<file path="config.mk">
export PLATFORM = sky130hd
export DESIGN_NAME = top_k_frequency_tracker
export DESIGN_NICKNAME = d
export VERILOG_FILES = /design/src/sv/topk_pkg.sv /design/src/sv/topk_ctrl.sv /design/src/sv/topk_dpath.sv /design/src/sv/top_k_frequency_tracker.sv
export SDC_FILE = /design/constraint.sdc
export NUM_CORES = 2
export LEC_CHECK = 0
export ABC_CLOCK_PERIOD_IN_PS = 16890
export BUFFER_PORTS_ARGS = -buffer_cell sky130_fd_sc_hd__buf_2
export CORE_MARGIN = 1.5
export CORE_UTILIZATION = 37
export DETAILED_ROUTE_END_ITERATION = 16
export GPL_ROUTABILITY_DRIVEN = 0
export SYNTH_ARGS = -nofsm -noshare
export SYNTH_HDL_FRONTEND = slang
export SYNTH_SLANG_ARGS = --single-unit
</file>
<file path="constraint.sdc">
create_clock -name clk -period 16.89 [get_ports clk]
set_input_delay 5.067 -clock clk [delete_from_list [all_inputs] [get_ports clk]]
set_output_delay 5.067 -clock clk [all_outputs]
set_load 0.005 [all_outputs]
</file>
<file path="src/sv/topk_pkg.sv">
// Shared constants, types and helpers for the top-k frequency tracker.
package topk_pkg;

	localparam int MAX_KEPT = 16;
	localparam int KEPT_W   = $clog2(MAX_KEPT + 1);
	localparam int IDX_W    = (MAX_KEPT > 1) ? $clog2(MAX_KEPT) : 1;
	localparam int CFG_W    = 5;
	localparam int TAG_W    = 32;
	localparam int CNT_W    = 32;
	localparam int RANK_W   = 4;

	localparam logic CMD_OFFER = 1'b0;
	localparam logic CMD_READ  = 1'b1;

	typedef enum logic [0:0] {
		ST_IDLE,
		ST_READ
	} state_t;

	typedef struct packed {
		logic             insert;
		logic             set_kept;
		logic             load;
		logic             last;
		logic             empty;
		logic [IDX_W-1:0] rd_idx;
	} ctrl_cmd_t;

	typedef struct packed {
		logic [KEPT_W-1:0] fill;
		logic              out_free;
	} dp_status_t;

	// A written zero acts as one; anything above the list depth saturates.
	function automatic logic [KEPT_W-1:0] clamp_kept(input logic [CFG_W-1:0] v);
		logic [KEPT_W-1:0] r;
		if (v == '0) begin
			r = KEPT_W'(1);
		end else if (int'(v) > MAX_KEPT) begin
			r = KEPT_W'(MAX_KEPT);
		end else begin
			r = KEPT_W'(v);
		end
		return r;
	endfunction

endpackage

</file>
<file path="src/sv/topk_ctrl.sv">
// Controller: accepts items and config writes, sequences the read-out.
module topk_ctrl (
	input  logic                   clk,
	input  logic                   arst_n,
	input  logic                   item_valid,
	input  logic                   command,
	input  logic                   cfg_valid,
	output logic                   item_stall,
	output logic                   cfg_ready,
	input  topk_pkg::dp_status_t   status,
	output topk_pkg::ctrl_cmd_t    cmd
);

	topk_pkg::state_t state_q, state_next;
	logic [topk_pkg::IDX_W-1:0] rd_idx_q;
	logic [topk_pkg::IDX_W-1:0] last_idx;
	logic accept;
	logic empty;
	logic at_last;

	assign accept   = item_valid && !item_stall;
	assign empty    = (status.fill == '0);
	assign last_idx = topk_pkg::IDX_W'(status.fill - topk_pkg::KEPT_W'(1));
	assign at_last  = empty || (rd_idx_q == last_idx);

	always_comb begin
		state_next = state_q;
		case (state_q)
			topk_pkg::ST_IDLE: begin
				if (accept && command == topk_pkg::CMD_READ) begin
					state_next = topk_pkg::ST_READ;
				end
			end
			topk_pkg::ST_READ: begin
				if (status.out_free && at_last) begin
					state_next = topk_pkg::ST_IDLE;
				end
			end
			default: state_next = topk_pkg::ST_IDLE;
		endcase
	end

	always_comb begin
		item_stall   = 1'b1;
		cfg_ready    = 1'b0;
		cmd          = '0;
		cmd.rd_idx   = rd_idx_q;
		cmd.last     = at_last;
		cmd.empty    = empty;
		case (state_q)
			topk_pkg::ST_IDLE: begin
				// hold items off while a config transfer takes the cycle
				item_stall   = cfg_valid;
				cfg_ready    = 1'b1;
				cmd.set_kept = cfg_valid;
				cmd.insert   = item_valid && command == topk_pkg::CMD_OFFER && !cfg_valid;
			end
			topk_pkg::ST_READ: begin
				cmd.load = status.out_free;
			end
			default: begin
				item_stall = 1'b1;
			end
		endcase
	end

	always_ff @(posedge clk or negedge arst_n) begin
		if (!arst_n) begin
			state_q  <= topk_pkg::ST_IDLE;
			rd_idx_q <= '0;
		end else begin
			state_q <= state_next;
			if (state_q == topk_pkg::ST_IDLE) begin
				rd_idx_q <= '0;
			end else if (cmd.load) begin
				rd_idx_q <= rd_idx_q + topk_pkg::IDX_W'(1);
			end
		end
	end

	// Read-out never runs past the held entries.
	a_idx_in_range: assert property (@(posedge clk) disable iff (!arst_n)
		(state_q == topk_pkg::ST_READ && !empty) |->
		(topk_pkg::KEPT_W'(rd_idx_q) < status.fill))
		else $error("read index beyond fill level");

	// No list change while a read-out is in flight.
	a_no_insert_in_read: assert property (@(posedge clk) disable iff (!arst_n)
		(state_q == topk_pkg::ST_READ) |-> (!cmd.insert && !cmd.set_kept))
		else $error("list modified during read-out");

	// Final transfer of a read-out returns the controller to idle.
	a_last_ends_read: assert property (@(posedge clk) disable iff (!arst_n)
		(cmd.load && cmd.last) |=> (state_q == topk_pkg::ST_IDLE))
		else $error("read-out did not end after last entry");

endmodule

</file>
<file path="src/sv/topk_dpath.sv">
// Datapath: ranked cell chain, fill and limit registers, result register.
module topk_dpath (
	input  logic                              clk,
	input  logic                              arst_n,
	input  topk_pkg::ctrl_cmd_t               cmd,
	output topk_pkg::dp_status_t              status,
	input  logic [topk_pkg::TAG_W-1:0]        offered_tag,
	input  logic [topk_pkg::CNT_W-1:0]        offered_count,
	input  logic [topk_pkg::CFG_W-1:0]        kept_count,
	input  logic                              result_stall,
	output logic                              result_valid,
	output logic                              entry_valid,
	output logic [topk_pkg::RANK_W-1:0]       rank,
	output logic [topk_pkg::TAG_W-1:0]        entry_tag,
	output logic [topk_pkg::CNT_W-1:0]        entry_count,
	output logic                              last
);

	logic [topk_pkg::TAG_W-1:0]  tags_q   [topk_pkg::MAX_KEPT];
	logic [topk_pkg::CNT_W-1:0]  counts_q [topk_pkg::MAX_KEPT];
	logic [topk_pkg::KEPT_W-1:0] fill_q;
	logic [topk_pkg::KEPT_W-1:0] kept_q;
	logic [topk_pkg::MAX_KEPT-1:0] lt;
	logic [topk_pkg::MAX_KEPT-1:0] ge;
	logic full;
	logic discard;
	logic write_en;

	logic                        out_valid_q;
	logic                        out_entry_valid_q;
	logic [topk_pkg::RANK_W-1:0] out_rank_q;
	logic [topk_pkg::TAG_W-1:0]  out_tag_q;
	logic [topk_pkg::CNT_W-1:0]  out_count_q;
	logic                        out_last_q;

	// Each cell compares against the offer; the list is sorted, so ge is a
	// contiguous run from the insertion point to the end.
	always_comb begin
		for (int i = 0; i < topk_pkg::MAX_KEPT; i++) begin
			lt[i] = (topk_pkg::KEPT_W'(i) < fill_q) && (counts_q[i] < offered_count);
			ge[i] = lt[i] || (topk_pkg::KEPT_W'(i) >= fill_q);
		end
	end

	assign full     = (fill_q >= kept_q);
	assign discard  = full && !(|lt);
	assign write_en = cmd.insert && !discard;

	always_ff @(posedge clk) begin
		if (write_en) begin
			for (int i = 0; i < topk_pkg::MAX_KEPT; i++) begin
				if (i == 0) begin
					if (ge[0]) begin
						tags_q[0]   <= offered_tag;
						counts_q[0] <= offered_count;
					end
				end else if (ge[i] && !ge[i-1]) begin
					tags_q[i]   <= offered_tag;
					counts_q[i] <= offered_count;
				end else if (ge[i]) begin
					tags_q[i]   <= tags_q[i-1];
					counts_q[i] <= counts_q[i-1];
				end
			end
		end
	end

	always_ff @(posedge clk or negedge arst_n) begin
		if (!arst_n) begin
			fill_q <= '0;
			kept_q <= topk_pkg::KEPT_W'(topk_pkg::MAX_KEPT);
		end else if (cmd.set_kept) begin
			fill_q <= '0;
			kept_q <= topk_pkg::clamp_kept(kept_count);
		end else if (write_en && !full) begin
			fill_q <= fill_q + topk_pkg::KEPT_W'(1);
		end
	end

	// Result register: hold while stalled, drop after the transfer.
	always_ff @(posedge clk or negedge arst_n) begin
		if (!arst_n) begin
			out_valid_q <= 1'b0;
		end else if (cmd.load) begin
			out_valid_q <= 1'b1;
		end else if (!result_stall) begin
			out_valid_q <= 1'b0;
		end
	end

	always_ff @(posedge clk) begin
		if (cmd.load) begin
			out_entry_valid_q <= !cmd.empty;
			out_last_q        <= cmd.last;
			if (cmd.empty) begin
				out_rank_q  <= '0;
				out_tag_q   <= '0;
				out_count_q <= '0;
			end else begin
				out_rank_q  <= topk_pkg::RANK_W'(cmd.rd_idx);
				out_tag_q   <= tags_q[cmd.rd_idx];
				out_count_q <= counts_q[cmd.rd_idx];
			end
		end
	end

	assign status.fill     = fill_q;
	assign status.out_free = !out_valid_q || !result_stall;

	assign result_valid = out_valid_q;
	assign entry_valid  = out_entry_valid_q;
	assign rank         = out_rank_q;
	assign entry_tag    = out_tag_q;
	assign entry_count  = out_count_q;
	assign last         = out_last_q;

	a_fill_bounded: assert property (@(posedge clk) disable iff (!arst_n)
		(fill_q <= kept_q) && (kept_q >= topk_pkg::KEPT_W'(1)) &&
		(kept_q <= topk_pkg::KEPT_W'(topk_pkg::MAX_KEPT)))
		else $error("fill level or limit out of range");

	a_head_sorted: assert property (@(posedge clk) disable iff (!arst_n)
		(fill_q >= topk_pkg::KEPT_W'(2)) |-> (counts_q[0] >= counts_q[1]))
		else $error("ranked list out of order");

	a_grow: assert property (@(posedge clk) disable iff (!arst_n)
		(cmd.insert && !cmd.set_kept && !full) |=>
		(fill_q == $past(fill_q) + topk_pkg::KEPT_W'(1)))
		else $error("list did not grow on insert");

	a_no_overwrite: assert property (@(posedge clk) disable iff (!arst_n)
		(out_valid_q && result_stall) |-> !cmd.load)
		else $error("result register overwritten while stalled");

endmodule

</file>
<file path="src/sv/top_k_frequency_tracker.sv">
// Top level of the top-k frequency tracker.
// Keeps up to kept_count (tag, count) entries sorted by descending count, ties in arrival
// order. A new item is accepted every cycle while idle and cfg_valid is low. On an offer
// (command 0) all cells compare against the offered count at once and shift in a single
// step. A read (command 1) stalls the item channel and emits max(1, fill) results, one per
// cycle when result_stall stays low, through a single result register that reads one cell
// per cycle; the item channel reopens after the last result is loaded. Writing kept_count
// (0 acts as 1, values above 16 saturate) empties the list; write it only while idle.
module top_k_frequency_tracker (
	input  logic                        clk,
	input  logic                        arst_n,
	input  logic                        item_valid,
	output logic                        item_stall,
	input  logic                        command,
	input  logic [topk_pkg::TAG_W-1:0]  offered_tag,
	input  logic [topk_pkg::CNT_W-1:0]  offered_count,
	input  logic                        cfg_valid,
	output logic                        cfg_ready,
	input  logic [topk_pkg::CFG_W-1:0]  kept_count,
	output logic                        result_valid,
	input  logic                        result_stall,
	output logic                        entry_valid,
	output logic [topk_pkg::RANK_W-1:0] rank,
	output logic [topk_pkg::TAG_W-1:0]  entry_tag,
	output logic [topk_pkg::CNT_W-1:0]  entry_count,
	output logic                        last
);

	topk_pkg::ctrl_cmd_t  cmd;
	topk_pkg::dp_status_t status;

	topk_ctrl u_ctrl (
		.clk        (clk),
		.arst_n     (arst_n),
		.item_valid (item_valid),
		.command    (command),
		.cfg_valid  (cfg_valid),
		.item_stall (item_stall),
		.cfg_ready  (cfg_ready),
		.status     (status),
		.cmd        (cmd)
	);

	topk_dpath u_dpath (
		.clk           (clk),
		.arst_n        (arst_n),
		.cmd           (cmd),
		.status        (status),
		.offered_tag   (offered_tag),
		.offered_count (offered_count),
		.kept_count    (kept_count),
		.result_stall  (result_stall),
		.result_valid  (result_valid),
		.entry_valid   (entry_valid),
		.rank          (rank),
		.entry_tag     (entry_tag),
		.entry_count   (entry_count),
		.last          (last)
	);

endmodule

</file>
==> summary.txt <==
Power
  • Pwr/cell area: roughly 120 nW/um2
  • Pwr Total: 9020 uW
  • VDD IR max: 0.124 mV
  • Static Leak: 0.0249 uW

CTS
  • Clk sink count: 1110
  • # H-tree levels: 4
  • Worst-path clk slew: roughly 0.060 ns
  • Post-cts sizing count: 0
  • CTS root buffer: clkbuf_16
  • Clk_lat worst skew: 0.83 ns
  • Clock buffer depth: 3
  • Post-CTS Setup Bufs: 0
  • CTS tree: yes
  • CTS Buf Count: 131
  • Hold buffers post-CTS: 0

Die
  • Starting Density: 37.4%
  • Site Rows: 153
  • DIE AREA: roughly 180000 um2
  • Die H: ~420 um
  • Core area: 175000 um2
  • Ports: 148
  • Die W: around 420 um

Setup path
  • Required @ worst endpoint: 17.31 ns
  • Crit path arrival time: between 10 and 15 ns
  • Worst setup EP type: flip-flop
  • Worst path slowest cell: buf_4
  • CP top delay family: buffers and inverters
  • CP startpoint kind: input port
  • Crit Path Class: in -> reg
  • Max stage delay on crit path: 0.89 ns
  • Buf/Inv on CP: 6
  • Crit-path most repeated cell: buf_4
  • Crit-path cells: buf_2 -> inv_1 -> ha_1 -> a211oi_1 -> nor4_1 -> a311oi_1 -> a21oi_1 -> nor3_1 -> o31ai_1 -> nand3_1 -> nor4b_4 -> buf_4 -> nor2_4 -> buf_12 -> buf_16 -> and2_4 -> buf_4
  • Critical path fanouts, max: ~140

Synthesis
  • Area leader, netlist: edfxtp_1
  • Area of the mapped netlist: 65300 um2
  • Post-synth top cells: edfxtp_1 (1094), mux2_2 (603), ha_1 (506), mux4_2 (320), a32o_1 (192)
  • YS warnings: 0
  • Post-synthesis sequential area ratio: between 50% and 60%
  • Seq cells post-synth: 1110
  • FFs w/ async S/R, synth: 1.44%
  • Share of the synthesized area in the top cell type: 50.3%
  • Cells after Synth: around 4200
  • Top-count cell post-synth: edfxtp_1
  • Synth top area cells: edfxtp_1 (50%), mux4_2 (11%), mux2_2 (10%), ha_1 (9.7%), a32o_1 (2.9%)
  • Top_reg_cell synth: edfxtp_1
  • Netlist cell types: 80
  • Post-synth EDFFs: 1094
  • Mapped Avg Cell Area: roughly 15 um2
  • Synthesized Nets: approximately 4800

STA
  • Worst rel slew slack: roughly 4.5%
  • RSZ-0062 raised after global routing: no
  • Setup slack after layout: 4.32 ns
  • Crit share post-route: 74.4%
  • Maximum clock rate: 79.6 MHz
  • Min Clock Period, post-route: 12.57 ns
  • Slew Viols, Final: 0
  • Setup violation total in the final timing report: 0
  • Total Neg Setup Slack: 0 ns
  • Actual slew at the worst max-slew pin: 1.40 ns
  • Skew final: 0.0676 ns
  • Final Hold Fails: 0

Routing
  • Avg WL per Cell: 33.5 um
  • Final routed DRC violation total: 0
  • Via density: 6.36
  • Routed vias: 42700
  • Iteration-0 DRC Markers: 5018
  • TritonRoute pass-1 iters: 6
  • Routed Antenna Nets: 0
  • Routed WL: 225000 um

Placement
  • Placed instance count: approximately 6500
  • Pre-CTS setup slack: 3.95 ns
  • Post-Place Cell Area: around 70000 um2
  • Port bufs: 147
  • Final HPWL DP: 141000 um

Job
  • Maxcap violations: 0

Global route
  • Initial antenna violation count: 25
  • Overflow after GRT: 0
  • Largest net degree at the start of global routing: ~180
  • Global-route wire length before repair: approximately 320000 um
  • Vias in the first global route: 42400
  • Tot GR Track Use: 24.7%

Outcome
  • Run status: finished clean

Final layout
  • Post-route cell area: 72500 um2
  • Final nets: 4867
  • Final std cells w/o fill: 6714
  • Layout cells sized above 1: 33.9%
  • Layout overhead on the synthesized area: 11.0%

Min path
  • Hold Crit Class: reg -> reg
==> report_power, final <==
group | total (uW) | leakage [uW] | switching [uW] | internal, uW
Clock | 2850 | 0.00203 | 1260 | 1600
Combinational | 2520 | 0.0127 | 1390 | 1130
Sequential | 3640 | 0.0102 | 216 | 3430
Total | 9020 | 0.0249 | 2870 | 6150
==> worst paths after layout <==
kind | to | slack (ns) | depth (start not counted) | startpoint
max in group asynchronous | u_ctrl.rd_idx_q[3] | 12.25 | 1 | arst_n
hold reg to reg | u_dpath.tags_q[2][4] | 0.55 | 1 | u_dpath.tags_q[1][4]
setup / recovery | u_dpath.tags_q[5][24] | 4.32 | 17 | offered_count[5]
min in group asynchronous | u_ctrl.rd_idx_q[1] | 4.23 | 1 | arst_n
setup reg to reg | u_dpath.tags_q[5][24] | 8.95 | 15 | u_dpath.counts_q[0][5]
hold / removal | u_dpath.tags_q[2][4] | 0.55 | 1 | u_dpath.tags_q[1][4]
==> state kept, by name, summed over array words and instances, names as in the netlist <==
register,flops
u_ctrl.rd_idx_q,4
u_ctrl.state_q,1
u_dpath.counts_q,512
u_dpath.entry_count,32
u_dpath.entry_tag,32
u_dpath.entry_valid,1
u_dpath.fill_q,5
u_dpath.kept_q,5
u_dpath.last,1
u_dpath.rank,4
u_dpath.result_valid,1
u_dpath.tags_q,512
==> stage by stage <==
| step | utilization, % | hold WS (ns) |
|---|---|---|
| after floorplan | - | 0.453 |
| after detailed placement | 39.1 | 0.553 |
| final | 41.5 | 0.547 |
| after global routing | 41.5 | 0.560 |
| after global placement | 39.1 | 0.537 |
| after CTS | 41.5 | 0.543 |
==> cell families after synthesis <==
kind of cell | synth area share, %
AND/OR/NAND/NOR | 4.40
flip-flops | 51.0
buffers and inverters | 2.55
adder cells (fa/ha/maj) | 9.70
AO/OA/AOI/OAI | 7.26
multiplexers | 25.0
XOR/XNOR | 0.134
==> layout make-up <==
cell class | instances | area, um2
fill | 15800 | 102000
sequential | 1110 | 33300
multi-input combinational | 2772 | 30500
clock buffer | 166 | 3420
tap | 2325 | 2910
timing repair buffer | 220 | 1340
clock inverter | 67 | 798
inverter | 51 | 191
antenna | 3 | 7.51
==> placed cells by master, fill, tap and decap left out, drive strengths merged, types with 5 or more instances in the layout <==
master,synthesis,layout
and4,15,15
nor2b,15,15
mux4,320,320
and2,75,75
nor4,17,17
a21o,56,56
nor2,96,96
nand4b,5,5
o21ai,97,97
a32o,192,192
a31oi,7,7
a2111oi,8,8
a211oi,31,31
edfxtp,1094,1094
nor3,27,27
and3,7,7
a211o,5,5
clkinv,1,50
o211ai,14,14
nand2,127,127
a221oi,14,14
inv,50,57
dfrtp,15,15
nand2b,13,13
a221o,6,6
buf,137,220
nand3b,6,6
nand4,57,57
mux2,768,768
bufinv,0,9
a21oi,173,173
ha,506,506
nand3,45,45
xnor2,7,7
o21a,7,7
clkbuf,158,166
==> per-layer routing <==
metal	wire length (um)	vias up	GRT usage, %
met5	94	-	0
met4	10700	14	10.8
met3	19100	492	4.87
met2	105000	2282	39.5
met1	89900	22400	32.7
li1	-	17600	-
Power figures use the tool's default switching activity.
